<file path="config.mk">
export PLATFORM = sky130hd
export DESIGN_NAME = heading_sector_lift_map
export DESIGN_NICKNAME = d
export VERILOG_FILES = /design/src/sv/hslm_pkg.sv /design/src/sv/hslm_front.sv /design/src/sv/hslm_queue.sv /design/src/sv/hslm_back.sv /design/src/sv/heading_sector_lift_map.sv
export SDC_FILE = /design/constraint.sdc
export NUM_CORES = 2
export LEC_CHECK = 0
export ABC_AREA = 1
export BUFFER_PORTS_ARGS = -buffer_cell sky130_fd_sc_hd__buf_2
export CAP_MARGIN = 20
export CORE_MARGIN = 4
export CORE_UTILIZATION = 25
export DETAILED_ROUTE_END_ITERATION = 8
export GPL_TIMING_DRIVEN = 0
export PLACE_DENSITY_LB_ADDON = 0.25
export SLEW_MARGIN = 20
export SYNTH_ARGS = -nofsm -noshare
export SYNTH_HDL_FRONTEND = slang
export SYNTH_SLANG_ARGS = --single-unit
</file>
<file path="constraint.sdc">
create_clock -name clk -period 7.7 [get_ports clk]
set_input_delay 0.77 -clock clk [delete_from_list [all_inputs] [get_ports clk]]
set_output_delay 0.77 -clock clk [all_outputs]
set_load 0.03 [all_outputs]
</file>
<file path="src/sv/hslm_pkg.sv">
// shared types, constants and heading helpers for the heading sector lift map
package hslm_pkg;

  // heading arithmetic, tenths of a degree
  localparam int HEADING_W = 12;
  localparam logic [11:0] FULL_TURN = 12'd3600;
  localparam logic [11:0] STEP = 12'd100;
  localparam logic [11:0] LAST_STEP_START = 12'd3500;
  localparam logic [12:0] HALF_STEP = 13'd50;
  localparam logic [12:0] FULL_TURN_W = 13'd3600;
  localparam logic [11:0] NORTH_LOW = 12'd900;
  localparam logic [11:0] NORTH_HIGH = 12'd2700;
  localparam logic signed [12:0] HALF_TURN_S = 13'sd1800;
  localparam logic signed [12:0] FULL_TURN_S = 13'sd3600;

  // sector table
  localparam int SECTORS = 36;
  localparam int SECTOR_W = 6;
  localparam logic [5:0] LAST_SECTOR = 6'd35;
  localparam int SECTOR_SUM_GROWTH = 6;

  // divide by 100 through a reciprocal, exact for values below 3600
  localparam logic [12:0] RECIP_100 = 13'd5243;

  // mean over the sectors: magnitude shifted right by two, then a chunked
  // multiply by a reciprocal of 9
  localparam int AVG_PRE_SHIFT = 2;
  localparam int MUL_CHUNK_W = 16;

  // command queue
  localparam int QUEUE_DEPTH = 2;
  localparam int QPTR_W = 1;
  localparam int QCNT_W = 2;

  // one classified sample
  typedef struct packed {
    logic [11:0] heading;
    logic [11:0] start;
    logic        left;
    logic        clear;
    logic        north;
  } cmd_t;

  typedef enum logic [2:0] {
    ST_IDLE,
    ST_START,
    ST_SWEEP,
    ST_LOAD,
    ST_DIV,
    ST_DONE
  } back_state_t;

  // sector index of a heading below a full turn
  function automatic logic [5:0] sector_of(input logic [11:0] h);
    logic [12:0] s;
    logic [11:0] hp;
    logic [24:0] prod;
    logic [5:0]  idx;
    s = {1'b0, h} + HALF_STEP;
    hp = (s >= FULL_TURN_W) ? 12'(s - FULL_TURN_W) : s[11:0];
    prod = 25'(hp) * 25'(RECIP_100);
    idx = prod[24:19];
    sector_of = (idx > LAST_SECTOR) ? LAST_SECTOR : idx;
  endfunction

  // difference to - from, wrapped into (-1800, 1800]
  function automatic logic signed [12:0] wrapped_delta(input logic [11:0] to,
                                                       input logic [11:0] from);
    logic signed [12:0] d;
    d = $signed({1'b0, to}) - $signed({1'b0, from});
    if (d <= -HALF_TURN_S) begin
      d = d + FULL_TURN_S;
    end else if (d > HALF_TURN_S) begin
      d = d - FULL_TURN_S;
    end
    wrapped_delta = d;
  endfunction

  // one sweep step in the turn direction, wrapping at north
  function automatic logic [11:0] step_heading(input logic [11:0] h, input logic left);
    if (left) begin
      step_heading = (h < STEP) ? h + LAST_STEP_START : h - STEP;
    end else begin
      step_heading = (h >= LAST_STEP_START) ? h - LAST_STEP_START : h + STEP;
    end
  endfunction

endpackage

</file>
<file path="src/sv/hslm_front.sv">
// front end: accepts samples, tracks previous heading and circling, classifies
module hslm_front #(
  parameter int LIFT_WIDTH = 16
) (
  input  logic                         clk,
  input  logic                         rst_n,
  input  logic                         in_valid,
  output logic                         in_ready,
  input  logic [11:0]                  in_heading,
  input  logic signed [LIFT_WIDTH-1:0] in_lift,
  input  logic                         in_circling,
  input  logic                         in_turning_left,
  input  logic                         q_full,
  output logic                         push,
  output hslm_pkg::cmd_t               cmd,
  output logic signed [LIFT_WIDTH-1:0] lift
);

  logic [11:0] prev_heading_r, prev_heading_nxt;
  logic        prev_circling_r, prev_circling_nxt;
  logic [11:0] heading_n;

  // fold out-of-range headings back below a full turn
  assign heading_n = (in_heading >= hslm_pkg::FULL_TURN) ?
                     in_heading - hslm_pkg::FULL_TURN : in_heading;

  // take a word whenever the queue has room
  assign in_ready = !q_full;
  assign push     = in_valid && !q_full;

  // classify the sample
  always_comb begin
    cmd.heading = heading_n;
    cmd.start   = prev_heading_r;
    cmd.left    = in_turning_left;
    cmd.clear   = !in_circling && prev_circling_r;
    cmd.north   = (heading_n < hslm_pkg::NORTH_LOW && prev_heading_r > hslm_pkg::NORTH_HIGH) ||
                  (prev_heading_r < hslm_pkg::NORTH_LOW && heading_n > hslm_pkg::NORTH_HIGH);
    lift        = in_lift;
  end

  // history for the next sample
  always_comb begin
    prev_heading_nxt  = prev_heading_r;
    prev_circling_nxt = prev_circling_r;
    if (push) begin
      prev_heading_nxt  = heading_n;
      prev_circling_nxt = in_circling;
    end
  end

  always_ff @(posedge clk) begin
    if (!rst_n) begin
      prev_heading_r  <= '0;
      prev_circling_r <= 1'b0;
    end else begin
      prev_heading_r  <= prev_heading_nxt;
      prev_circling_r <= prev_circling_nxt;
    end
  end

endmodule

</file>
<file path="src/sv/hslm_queue.sv">
// short command queue between the front and back ends
module hslm_queue #(
  parameter int LIFT_WIDTH = 16
) (
  input  logic                         clk,
  input  logic                         rst_n,
  input  logic                         push,
  input  hslm_pkg::cmd_t               cmd_in,
  input  logic signed [LIFT_WIDTH-1:0] lift_in,
  input  logic                         pop,
  output hslm_pkg::cmd_t               cmd_out,
  output logic signed [LIFT_WIDTH-1:0] lift_out,
  output logic                         full,
  output logic                         empty
);

  hslm_pkg::cmd_t              cmd_q_r  [hslm_pkg::QUEUE_DEPTH];
  logic signed [LIFT_WIDTH-1:0] lift_q_r [hslm_pkg::QUEUE_DEPTH];
  logic [hslm_pkg::QPTR_W-1:0] wr_ptr_r, wr_ptr_nxt;
  logic [hslm_pkg::QPTR_W-1:0] rd_ptr_r, rd_ptr_nxt;
  logic [hslm_pkg::QCNT_W-1:0] count_r, count_nxt;

  assign full     = (count_r == hslm_pkg::QCNT_W'(hslm_pkg::QUEUE_DEPTH));
  assign empty    = (count_r == '0);
  assign cmd_out  = cmd_q_r[rd_ptr_r];
  assign lift_out = lift_q_r[rd_ptr_r];

  // pointer and fill count
  always_comb begin
    wr_ptr_nxt = wr_ptr_r;
    rd_ptr_nxt = rd_ptr_r;
    count_nxt  = count_r;
    if (push) begin
      wr_ptr_nxt = wr_ptr_r + 1'b1;
    end
    if (pop) begin
      rd_ptr_nxt = rd_ptr_r + 1'b1;
    end
    if (push && !pop) begin
      count_nxt = count_r + 1'b1;
    end else if (pop && !push) begin
      count_nxt = count_r - 1'b1;
    end
  end

  always_ff @(posedge clk) begin
    if (!rst_n) begin
      wr_ptr_r <= '0;
      rd_ptr_r <= '0;
      count_r  <= '0;
    end else begin
      wr_ptr_r <= wr_ptr_nxt;
      rd_ptr_r <= rd_ptr_nxt;
      count_r  <= count_nxt;
    end
  end

  // entry storage
  always_ff @(posedge clk) begin
    if (push) begin
      cmd_q_r[wr_ptr_r]  <= cmd_in;
      lift_q_r[wr_ptr_r] <= lift_in;
    end
  end

endmodule

</file>
<file path="src/sv/hslm_back.sv">
// back end: sector sweep with running sum, divide by 36, result register
module hslm_back #(
  parameter int LIFT_WIDTH = 16
) (
  input  logic                         clk,
  input  logic                         rst_n,
  input  logic                         q_empty,
  input  hslm_pkg::cmd_t               q_cmd,
  input  logic signed [LIFT_WIDTH-1:0] q_lift,
  output logic                         pop,
  output logic                         out_valid,
  input  logic                         out_ready,
  output logic                         out_average_valid,
  output logic signed [LIFT_WIDTH-1:0] out_average_lift,
  output logic                         out_trace_clear
);

  localparam int SUM_W = LIFT_WIDTH + hslm_pkg::SECTOR_SUM_GROWTH;
  // |sum| / 36 as (|sum| >> 2) / 9; the shifted magnitude stays below 2^(LIFT_WIDTH + 3)
  localparam int MAG_W = SUM_W - hslm_pkg::AVG_PRE_SHIFT;
  localparam int N_CHUNK = (MAG_W + hslm_pkg::MUL_CHUNK_W - 1) / hslm_pkg::MUL_CHUNK_W;
  localparam int PAD_W = N_CHUNK * hslm_pkg::MUL_CHUNK_W;
  // smallest shift K >= LIFT_WIDTH + 3 with 2^K mod 9 == 8, so (2^K + 1) / 9 is exact
  localparam int RECIP_SH = ((LIFT_WIDTH + 5) / 6) * 6 + 3;
  localparam int RECIP_W = RECIP_SH - 3;
  localparam logic [63:0] RECIP_FULL = ((64'd1 << RECIP_SH) + 64'd1) / 64'd9;
  localparam logic [RECIP_W-1:0] RECIP_9 = RECIP_FULL[RECIP_W-1:0];
  localparam int PART_W = hslm_pkg::MUL_CHUNK_W + RECIP_W;
  localparam int ACC_W = PAD_W + RECIP_W;
  localparam int CNT_W = 2;

  hslm_pkg::back_state_t state_r, state_nxt;

  hslm_pkg::cmd_t               cmd_r;
  logic signed [LIFT_WIDTH-1:0] lift_r;
  logic [11:0]                  h_r;
  logic                         pend_r;
  logic [5:0]                   pend_addr_r;
  logic signed [LIFT_WIDTH-1:0] rdata_r;
  logic                         rvld_r;
  logic signed [SUM_W-1:0]      sum_r, sum_nxt;
  logic                         neg_r;
  logic [PAD_W-1:0]             mag_r;
  logic [ACC_W-1:0]             acc_r;
  logic [CNT_W-1:0]             cnt_r;
  logic                         out_valid_r, out_valid_nxt;
  logic                         out_avg_valid_r;
  logic signed [LIFT_WIDTH-1:0] out_lift_r;
  logic                         out_trace_r;

  logic signed [LIFT_WIDTH-1:0] mem_r [hslm_pkg::SECTORS];
  logic [hslm_pkg::SECTORS-1:0] vld_r;

  logic signed [12:0]    delta;
  logic                  go;
  logic [5:0]            issue_addr;
  logic                  clr;
  logic                  issue;
  logic                  load_out;
  logic [SUM_W-1:0]      sum_abs;
  logic [PART_W-1:0]     part;
  logic [LIFT_WIDTH-1:0] quo;
  logic [LIFT_WIDTH-1:0] avg_full;

  // sweep test and sector of the current heading
  assign delta      = hslm_pkg::wrapped_delta(cmd_r.heading, h_r);
  assign go         = (cmd_r.left == delta[12]);
  assign issue_addr = hslm_pkg::sector_of(h_r);

  // magnitude of the sum and one chunk times the reciprocal of 9
  assign sum_abs = sum_r[SUM_W-1] ? $unsigned(-sum_r) : $unsigned(sum_r);
  assign part    = {{RECIP_W{1'b0}}, mag_r[PAD_W-1 -: hslm_pkg::MUL_CHUNK_W]} *
                   {{hslm_pkg::MUL_CHUNK_W{1'b0}}, RECIP_9};

  // signed quotient
  assign quo      = acc_r[RECIP_SH +: LIFT_WIDTH];
  assign avg_full = neg_r ? (~quo + 1'b1) : quo;

  // next state
  always_comb begin
    state_nxt = state_r;
    case (state_r)
      hslm_pkg::ST_IDLE: begin
        if (!q_empty) begin
          state_nxt = hslm_pkg::ST_START;
        end
      end
      hslm_pkg::ST_START: begin
        state_nxt = hslm_pkg::ST_SWEEP;
      end
      hslm_pkg::ST_SWEEP: begin
        if (!go) begin
          state_nxt = cmd_r.north ? hslm_pkg::ST_LOAD : hslm_pkg::ST_DONE;
        end
      end
      hslm_pkg::ST_LOAD: begin
        state_nxt = hslm_pkg::ST_DIV;
      end
      hslm_pkg::ST_DIV: begin
        if (cnt_r == '0) begin
          state_nxt = hslm_pkg::ST_DONE;
        end
      end
      hslm_pkg::ST_DONE: begin
        if (!out_valid_r || out_ready) begin
          state_nxt = hslm_pkg::ST_IDLE;
        end
      end
      default: begin
        state_nxt = hslm_pkg::ST_IDLE;
      end
    endcase
  end

  // control outputs
  always_comb begin
    pop      = 1'b0;
    clr      = 1'b0;
    issue    = 1'b0;
    load_out = 1'b0;
    case (state_r)
      hslm_pkg::ST_IDLE:  pop      = !q_empty;
      hslm_pkg::ST_START: clr      = cmd_r.clear;
      hslm_pkg::ST_SWEEP: issue    = go;
      hslm_pkg::ST_DONE:  load_out = !out_valid_r || out_ready;
      default: begin
        pop = 1'b0;
      end
    endcase
  end

  always_ff @(posedge clk) begin
    if (!rst_n) begin
      state_r <= hslm_pkg::ST_IDLE;
    end else begin
      state_r <= state_nxt;
    end
  end

  // command, sweep heading and sequencer registers
  always_ff @(posedge clk) begin
    if (pop) begin
      cmd_r  <= q_cmd;
      lift_r <= q_lift;
      h_r    <= q_cmd.start;
    end else if (issue) begin
      h_r <= hslm_pkg::step_heading(h_r, cmd_r.left);
    end
    if (issue) begin
      pend_addr_r <= issue_addr;
    end
  end

  always_ff @(posedge clk) begin
    if (!rst_n) begin
      pend_r <= 1'b0;
    end else begin
      pend_r <= issue;
    end
  end

  // sector memory: read ahead, write in the cycle after the read
  always_ff @(posedge clk) begin
    if (pend_r) begin
      mem_r[pend_addr_r] <= lift_r;
    end
    if (issue) begin
      rdata_r <= mem_r[issue_addr];
      rvld_r  <= vld_r[issue_addr];
    end
  end

  // written marks, cleared at reset and when circling ends
  always_ff @(posedge clk) begin
    if (!rst_n || clr) begin
      vld_r <= '0;
    end else if (pend_r) begin
      vld_r[pend_addr_r] <= 1'b1;
    end
  end

  // running sum of all sectors
  always_comb begin
    sum_nxt = sum_r;
    if (clr) begin
      sum_nxt = '0;
    end else if (pend_r) begin
      sum_nxt = sum_r + SUM_W'(lift_r) - (rvld_r ? SUM_W'(rdata_r) : SUM_W'(0));
    end
  end

  always_ff @(posedge clk) begin
    if (!rst_n) begin
      sum_r <= '0;
    end else begin
      sum_r <= sum_nxt;
    end
  end

  // quarter magnitude times the reciprocal of 9, top chunk first
  always_ff @(posedge clk) begin
    if (state_r == hslm_pkg::ST_LOAD) begin
      neg_r <= sum_r[SUM_W-1];
      mag_r <= PAD_W'(sum_abs[SUM_W-1:hslm_pkg::AVG_PRE_SHIFT]);
      acc_r <= '0;
      cnt_r <= CNT_W'(N_CHUNK - 1);
    end else if (state_r == hslm_pkg::ST_DIV) begin
      acc_r <= (acc_r << hslm_pkg::MUL_CHUNK_W) + ACC_W'(part);
      mag_r <= mag_r << hslm_pkg::MUL_CHUNK_W;
      cnt_r <= cnt_r - 1'b1;
    end
  end

  // result register
  always_comb begin
    out_valid_nxt = out_valid_r;
    if (load_out) begin
      out_valid_nxt = 1'b1;
    end else if (out_ready) begin
      out_valid_nxt = 1'b0;
    end
  end

  always_ff @(posedge clk) begin
    if (!rst_n) begin
      out_valid_r <= 1'b0;
    end else begin
      out_valid_r <= out_valid_nxt;
    end
  end

  always_ff @(posedge clk) begin
    if (load_out) begin
      out_avg_valid_r <= cmd_r.north;
      out_lift_r      <= cmd_r.north ? $signed(avg_full) : '0;
      out_trace_r     <= cmd_r.clear;
    end
  end

  assign out_valid         = out_valid_r;
  assign out_average_valid = out_avg_valid_r;
  assign out_average_lift  = out_lift_r;
  assign out_trace_clear   = out_trace_r;

endmodule

</file>
<file path="src/sv/heading_sector_lift_map.sv">
// From acceptance, the back end sweeps and writes the sectors, then loads the result word on out_;
// a north crossing adds a load step and the chunked multiply for the mean before the result.
// Throughput: one sample at a time in the back end, bounded by the single write port of the
// sector memory and the chunked multiply; two samples can queue meanwhile.
// Reset: history, running sum and sector written marks cleared; no clearing pass.
module heading_sector_lift_map #(
  parameter int LIFT_WIDTH = 16
) (
  input  logic                         clk,
  input  logic                         rst_n,
  input  logic                         in_valid,
  output logic                         in_ready,
  input  logic [11:0]                  in_heading,
  input  logic signed [LIFT_WIDTH-1:0] in_lift,
  input  logic                         in_circling,
  input  logic                         in_turning_left,
  output logic                         out_valid,
  input  logic                         out_ready,
  output logic                         out_average_valid,
  output logic signed [LIFT_WIDTH-1:0] out_average_lift,
  output logic                         out_trace_clear
);

  logic                         push;
  logic                         pop;
  logic                         q_full;
  logic                         q_empty;
  hslm_pkg::cmd_t               f_cmd;
  hslm_pkg::cmd_t               q_cmd;
  logic signed [LIFT_WIDTH-1:0] f_lift;
  logic signed [LIFT_WIDTH-1:0] q_lift;

  // sample intake and classification
  hslm_front #(.LIFT_WIDTH(LIFT_WIDTH)) u_front (
    .clk            (clk),
    .rst_n          (rst_n),
    .in_valid       (in_valid),
    .in_ready       (in_ready),
    .in_heading     (in_heading),
    .in_lift        (in_lift),
    .in_circling    (in_circling),
    .in_turning_left(in_turning_left),
    .q_full         (q_full),
    .push           (push),
    .cmd            (f_cmd),
    .lift           (f_lift)
  );

  // command queue
  hslm_queue #(.LIFT_WIDTH(LIFT_WIDTH)) u_queue (
    .clk     (clk),
    .rst_n   (rst_n),
    .push    (push),
    .cmd_in  (f_cmd),
    .lift_in (f_lift),
    .pop     (pop),
    .cmd_out (q_cmd),
    .lift_out(q_lift),
    .full    (q_full),
    .empty   (q_empty)
  );

  // sweep, average and result
  hslm_back #(.LIFT_WIDTH(LIFT_WIDTH)) u_back (
    .clk              (clk),
    .rst_n            (rst_n),
    .q_empty          (q_empty),
    .q_cmd            (q_cmd),
    .q_lift           (q_lift),
    .pop              (pop),
    .out_valid        (out_valid),
    .out_ready        (out_ready),
    .out_average_valid(out_average_valid),
    .out_average_lift (out_average_lift),
    .out_trace_clear  (out_trace_clear)
  );

  // back end only takes a command that is there
  a_pop_not_empty: assert property (@(posedge clk) disable iff (!rst_n)
    pop |-> !q_empty)
    else $error("command taken from an empty queue");

  // a word without a north crossing carries a zero average
  a_no_avg_zero: assert property (@(posedge clk) disable iff (!rst_n)
    (out_valid && !out_average_valid) |-> (out_average_lift == '0))
    else $error("average lift set without a north crossing");

  // a word entering the queue leaves the queue able to report it
  a_push_fills: assert property (@(posedge clk) disable iff (!rst_n)
    (push && !pop) |=> !q_empty)
    else $error("queue empty right after a push");

endmodule
</file>
# [Word level (Yosys, flattened, before mapping)]
# Memories as Yosys holds them, arrays and structs flattened. A register that Yosys moved wholly into a read port is not among the register bits.
# Cells that the tools add are included.
[word_totals] register_bits=204 ramBits=662 in_bits=34 output_inout_bits=20 elab_cells=143 mem_count=3
[memory_table] name="u_back.mem_r" words=36 width=16 rd=1 rd_ports_with_merged_regs=1 wr=1 line_no="hslm_back.sv:51" source="logic signed [LIFT_WIDTH-1:0] mem_r [hslm_pkg::SECTORS];"
[memory_table] name="u_queue.cmd_q_r" words=2 width=27 rd=1 rd_ports_with_merged_regs=1 wr=1 line_no="hslm_queue.sv:17" source="hslm_pkg::cmd_t cmd_q_r [hslm_pkg::QUEUE_DEPTH];"
[memory_table] name="u_queue.lift_q_r" words=2 width=16 rd=1 rd_ports_with_merged_regs=1 wr=1 line_no="hslm_queue.sv:18" source="logic signed [LIFT_WIDTH-1:0] lift_q_r [hslm_pkg::QUEUE_DEPTH];"
[classes] n_addsub=20 mul=2 magnitude_cmp=14 n_eq_ne=11 n_mux=39 n_bitwise=3 reduce_logical=26
[op_table] operator="12-bit 2-to-1 mux" count=7
[op_table] operator="22-bit 2-to-1 mux" count=2
[op_table] operator="20-bit 2-to-1 mux" count=2
[op_table] operator="37-bit by 34-bit adder with 37-bit output" count=1
[op_table] operator="36-bit bitwise OR" count=1
[op_table] operator="12-bit subtractor (second input constant)" count=3
[op_table] operator="16-bit by 18-bit multiplier with 34-bit output (second input constant)" count=1
[op_table] operator="13-bit 2-to-1 mux" count=2
[op_table] operator="12-bit by 13-bit multiplier with 25-bit output (second input constant)" count=1
[op_table] operator="12-bit greater-or-equal comparator (second input constant)" count=2
[op_table] operator="12-bit > comparator (second input constant)" count=2
[op_table] operator="12-bit by 10-bit less-than comparator with 1-bit output (second input constant)" count=2
[op_table] operator="22-bit by 16-bit adder with 22-bit output" count=1
[op_table] operator="22-bit negation" count=1
[op_table] operator="22-bit subtractor" count=1
[op_table] operator="3-bit case mux with 6 select lines" count=1
[op_table] operator="16-bit by 1-bit adder with 16-bit output (second input constant)" count=1
[op_table] operator="16-bit 2-to-1 mux" count=1
[op_table] operator="16-bit inverter" count=1
[op_table] operator="3-bit 2-to-1 mux" count=5
[op_table] operator="6-bit by 7-bit less-than comparator with 1-bit output (second input constant)" count=2
[op_table] operator="1-bit 2-to-1 mux" count=14
[op_table] operator="12-bit by 6-bit adder with 13-bit output (second input constant)" count=1
[op_table] operator="13-bit adder (second input constant)" count=1
[op_table] operator="34 further kinds" count=59

# [Longest topological paths before layout]
[logic_depth] word_depth=8 mapped_depth=50 mapped_depth_nobuf=48

# [Modules after synthesis]
# Synthesis repeated with hierarchy kept, for this count alone.
[hier_totals] hier_cells=5131 hier_area_um2=49952.9
[by_module_without_submodules] mod="hslm_back" instances=1 cells_each=4791 area_each_um2=45298.4 seq_area_each_um2=22731.8
[by_module_without_submodules] mod="hslm_queue" instances=1 cells_each=169 area_each_um2=3535.9 seq_area_each_um2=2682.6
[by_module_without_submodules] mod="hslm_front" instances=1 cells_each=171 area_each_um2=1118.6 seq_area_each_um2=260.2

# [Least setup slack after synthesis]
# OpenSTA, ideal clock, no wires.
[synth_timing] path_type="reg-to-reg" start="register u_back.h_r[2]" end="register u_back.rdata_r[12] (read register of u_back.mem_r) (data pin)" t_arrival_ns=7.046 required_ns=7.447 path_slack_ns=0.401 path_stages_with_launch=37 n_path_buf=2 period_less_slack_ns=7.299 cell_sequence="edfxtp_1 > ha_1 > nand2_1 > nand2_1 > o211ai_1 > xor2_1 > nand3b_1 > nand2_1 > o211ai_2 > nand2_1 > xor2_1 > inv_1 > fa_1 > fa_1 > fa_1 > inv_1 > fa_1 > inv_1 > fa_1 > inv_1 > ha_1 > nand2_1 > nand2_1 > a21oi_1 > nor3_1 > nor2_1 > o21ai_4 > xnor2_4 > buf_2 > clkbuf_1 > nand3_1 > nand3_1 > nand3_1 > nand3_1 > nand3_1 > nand3_1 > nand2_1"
[synth_via] elab_chain_cells=6 elab_cells_between_ends=16 classes_between="add/sub: 5; mul: 1; order compare: 4; eq/ne: 1; mux: 5"
[synth_rtl] element="start, declared" line_no="hslm_back.sv:36" source="logic [11:0] h_r;"
[synth_rtl] element="start signal, assigned" line_no="hslm_back.sv:145" source="h_r <= q_cmd.start;"
[synth_rtl] element="start signal, assigned" line_no="hslm_back.sv:147" source="h_r <= hslm_pkg::step_heading(h_r, cmd_r.left);"
[synth_rtl] element="12-bit by 6-bit adder with 13-bit output or 12-bit by 12-bit subtractor with 13-bit output (tied branches)" line_no="hslm_pkg.sv:59, hslm_pkg.sv:70"
[synth_rtl] element="12-bit subtractor, or another cell as far along" line_no="hslm_pkg.sv:60" source="hp = (s >= FULL_TURN_W) ? 12'(s - FULL_TURN_W) : s[11:0];"
[synth_rtl] element="12-bit 2-to-1 mux or 13-bit 2-to-1 mux (tied branches)" line_no="hslm_pkg.sv:60, hslm_pkg.sv:73"
[synth_rtl] element="12-bit by 13-bit multiplier with 25-bit output or 13-bit 2-to-1 mux (tied branches)" line_no="hslm_pkg.sv:61, hslm_pkg.sv:71"
[synth_rtl] element="6-bit > comparator or 1-bit equality test (tied branches)" line_no="hslm_pkg.sv:63, hslm_back.sv:67"
[synth_rtl] element="6-bit 2-to-1 mux or 1-bit 2-to-1 mux (tied branches)" line_no="hslm_pkg.sv:63, hslm_back.sv:121"
[synth_rtl] element="end, declared" line_no="hslm_back.sv:39" source="logic signed [LIFT_WIDTH-1:0] rdata_r;"
# Several ways; a longest one is shown, not always the timed one.
# A chain may end at the register's enable or synchronous reset.

# [Worst setup path in the final report]
[layout_timing] start="register u_back.h_r[2]" end="register u_back.rdata_r[2] (read register of u_back.mem_r) (data pin)"
# The elaborated chain is that of the path after synthesis.

==> metrics.md <==
| Metric | Value |
|---|---|
| Status | complete, no violations |
| Avg Inst Size Synth | 9.41 um2 |
| Slowest cell on the critical path | sky130_fd_sc_hd__fa_1 |
| Total setup violations reported at the end of the flow | 0 |
| Fraction of final layout cells sized beyond drive strength 1 | 16.1% |
| Vias in the first global route | 35.9k |
| Setup repair after global routing missed its margin | true |
| Die W | 451 um |
| Post-Syn Area | 49100 um2 |
| Achievable Freq | 132 MHz |
| Net count of the mapped netlist | 5659 |
| Delay of the slowest cell on the worst path | 0.57 ns |
| Post-synthesis async set-or-reset flop share | 0% |
| IO buf count | 53 |
| Share of the cycle needed by the critical path after routing | 98.4% |
| Overall routed net length | 157000 um |
| Worst-Skew Late Latency | 0.73 ns |
| TritonCTS clock tree | yes |
| Overflow after GRT | 0 |
| Clock input transition at the sequential cells of the worst setup and hold paths | 0.06 ns |
| Total global routing track utilization | 15.0% |
| Antenna Nets Post-Route | 0 |
| Startpoint of the most critical register-to-register path | u_back.h_r[2]$_DFFE_PP_ |
| Register-to-Register Setup Slack | 0.12 ns |
| Type of the most critical hold path | primary input to flop |
| Total area of sequential cells | 25700 um2 |
| CP max FO | 8 |
| Capture instance of the worst register-to-register path | u_back.rdata_r[2]$_DFFE_PP_ |
| Worst-case hold slack | 0.236 ns |
| I/O pin count | 54 |
| H-tree levels | 3 |
| Drt via density | 4.46 |
| CTS max path bufs | 3 |
| Antenna violations before repair | 2 |
| Type of the worst setup path | flop to flop |
| Launching element of the worst setup path | u_back.h_r[2]$_DFFE_PP_ |
| Post-route DRC | 0 |
| Number of iterations in the first detailed-routing pass | 5 |
| Number of distinct library cell variants in the gate-level netlist after synthesis | 57 |
| Final HPWL DP | 116000 um |
| Wire length of the first global-routing pass | 231000 um |
| Starting utilization of the core area | 25.2% |
| Synth warn | 0 |
| Die ar. | 203000 um2 |
| Wire length on met1 | 70600 um |
| Final Hold Viols | 0 |
| Number of enable flip-flop cells after synthesis | 767 |
| Met3 routed wirelength | 7970 um |
| Endpoint required time on the critical path | 8.17 ns |
| Cell repeated most along the worst path | sky130_fd_sc_hd__nand2_2 |
| Arrival time worst endpoint | 8.05 ns |
| Vertical die dimension | 451 um |
| CP Capture Type | flop |
| Core area | 195000 um2 |
| Most used flip-flop cell after synthesis | sky130_fd_sc_hd__edfxtp_1 |
| TritonCTS sink count | 899 |
| Top sig layer | met4 |
| Cell Rows | 162 |
| Max Transition Viols Final | 0 |
| Number of nets in the layout | 5965 |
| Slew margin rel. | 23.5% |
| Capture point of the critical path | u_back.rdata_r[2]$_DFFE_PP_ |
| Routed via count | 36.7k |
| Crit path time final | 7.58 ns |
| Seq cells post-synth | 899 |
| Global placer's final weighted congestion | 0.956 |
| Routed wire per std cell | 19.1 um |
| Synth Instances | 5214 |
| Proportion of synthesized chip area in sequential cells | 52.3% |
| Layout Skew | 0.0568 ns |
| Root buffer cell | sky130_fd_sc_hd__clkbuf_16 |
| Routed length on met2 | 74000 um |
| Area used by multi-input combinational logic | 21700 um2 |
| Maximum number of pins on one net before global-route repair | 28 |
| Number of DRC markers in iteration 0 | 2987 |
| Commonest non-fill, non-tap cells in the layout | 975 x sky130_fd_sc_hd__nand2_1, 852 x sky130_fd_sc_hd__inv_1, 767 x sky130_fd_sc_hd__edfxtp_1, 464 x sky130_fd_sc_hd__nor2_1, 371 x sky130_fd_sc_hd__nand3_1 |
| Number of fill cells in the layout | 20.1k |
| Crit path launch type | flop |
| Measured slew at the worst slew-check pin | 1.15 ns |
| Inserted Clock Buffers | 98 |
| Area added between synthesis and finish | 24.2% |
| Most frequent standard cell in the layout excluding fill and tap cells | sky130_fd_sc_hd__nand2_1 |
| Number of cells on the worst reg-to-reg path | 43 |
| Max-cap viol count | 0 |
## sequential cells by signal, summed over array words and instances, names as in the netlist, 22 cells and up, named ones only
signal and cells:
u_back.mem_r 576, u_back.vld_r 36, u_back.mag_r 32, u_queue.cmd_q_r 54, u_queue.lift_q_r 32, u_back.acc_r 37
u_back.sum_r 22
## Yosys cell counts, types with 8 or more instances
master                     number  area, um2
sky130_fd_sc_hd__nand2_1     1067       4010
sky130_fd_sc_hd__inv_1        864       3240
sky130_fd_sc_hd__edfxtp_1     767      23000
sky130_fd_sc_hd__nand3_1      547       2740
sky130_fd_sc_hd__nor2_1       507       1900
sky130_fd_sc_hd__ha_1         256       3200
sky130_fd_sc_hd__a21oi_1      213       1070
sky130_fd_sc_hd__o21ai_0      201       1010
sky130_fd_sc_hd__fa_1         155       3100
sky130_fd_sc_hd__dfxtp_1      132       2640
sky130_fd_sc_hd__clkbuf_1      98        368
sky130_fd_sc_hd__nor3_1        64        320
sky130_fd_sc_hd__buf_2         62        310
sky130_fd_sc_hd__xor2_1        48        420
sky130_fd_sc_hd__xnor2_1       24        210
sky130_fd_sc_hd__nand4_1       21        131
sky130_fd_sc_hd__o22ai_1       19        119
sky130_fd_sc_hd__buf_1         18       67.6
sky130_fd_sc_hd__a22o_1        13        114
sky130_fd_sc_hd__a31oi_1       12       75.1
sky130_fd_sc_hd__buf_6         10        113
sky130_fd_sc_hd__or2_2          9       56.3
sky130_fd_sc_hd__o211ai_1       8       60.1
## worst max-delay path, delay by kind of cell, from the launching register on
| kind | cells | cell delay, ns |
|---|---|---|
| AOI/OAI and AO/OA | 4 | 0.53 |
| DFF | 1 | 0.42 |
| buffers and inverters | 9 | 0.98 |
| xor gates and xnor gates | 1 | 0.18 |
| and+or+nand+nor | 22 | 2.20 |
| adders and majority gates | 7 | 3.02 |
## per-stage QoR
stage	instances	setup TNS [ns]	setup WS (ns)	instance area (um2)	utilization [%]
global route	8228	-2.80	-0.209	61000	31.3
global placement	7891	-32.81	-1.90	52600	27.0
CTS	8198	-0.00564	-0.00564	59100	30.3
detailed placement	7968	-33.52	-2.00	53900	27.7
floorplan	5214	0	0.401	49100	-
finish	8229	0	0.123	61000	31.3
## repair_timing
item	in CTS	in global routing
gates cloned	1	10
pin swaps	50	131
buffers inserted	49	20
endpoints found under the setup margin	23	19
hold buffers	0	0
gates resized for setup	380	363
## metal layers
| metal | GRT usage, % | up-vias |
|---|---|---|
| met4 | 4.49 | 0 |
| li1 | - | 17700 |
| met1 | 20.3 | 17900 |
| met2 | 24.9 | 919 |
| met5 | 0 | - |
| met3 | 2.19 | 226 |
## logic make-up after synthesis
group / count (synthesis) / share of synthesized area, %
AND/OR/NAND/NOR: 2240 / 19.0
XOR/XNOR: 77 / 1.47
multiplexers: 1 / 0.0204
adder cells (fa/ha/maj): 411 / 12.8
AO/OA/AOI/OAI: 517 / 5.82
buffers and inverters: 1069 / 8.53
flip-flops: 899 / 52.3
## area by class of cell
| cell class | instances | area share (%) |
|---|---|---|
| Antenna cell | 2 | 0.00821 |
| Buffer | 191 | 2.50 |
| Clock buffer | 137 | 4.43 |
| Clock inverter | 46 | 0.739 |
| Inverter | 875 | 5.43 |
| Multi-Input combinational cell | 3246 | 35.6 |
| Sequential cell | 899 | 42.1 |
| Tap cell | 2624 | 5.39 |
| Timing Repair Buffer | 209 | 3.76 |
## how the worst min path moves through the flow
stage	slack, ns	endpoint	startpoint	cells after the start
after detailed placement	0.44	u_back.mag_r[29]$_SDFFE_PP0P_	u_back.mag_r[13]$_SDFFCE_PN0N_	2
after global routing	0.19	u_queue.lift_q_r[0][13]$_DFFE_PP_	in_lift[13]	1
final	0.24	u_queue.lift_q_r[1][13]$_DFFE_PP_	in_lift[13]	1
after floorplan	0.42	u_back.mag_r[20]$_SDFFE_PP0P_	u_back.mag_r[4]$_SDFFCE_PN0N_	2
after global placement	0.44	u_back.mag_r[24]$_SDFFE_PP0P_	u_back.mag_r[8]$_SDFFCE_PN0N_	2
after CTS	0.16	u_queue.lift_q_r[1][13]$_DFFE_PP_	in_lift[13]	1
Power is not shown: default switching activity piles up to over one toggle a cycle in this logic, so the estimate is an artifact.
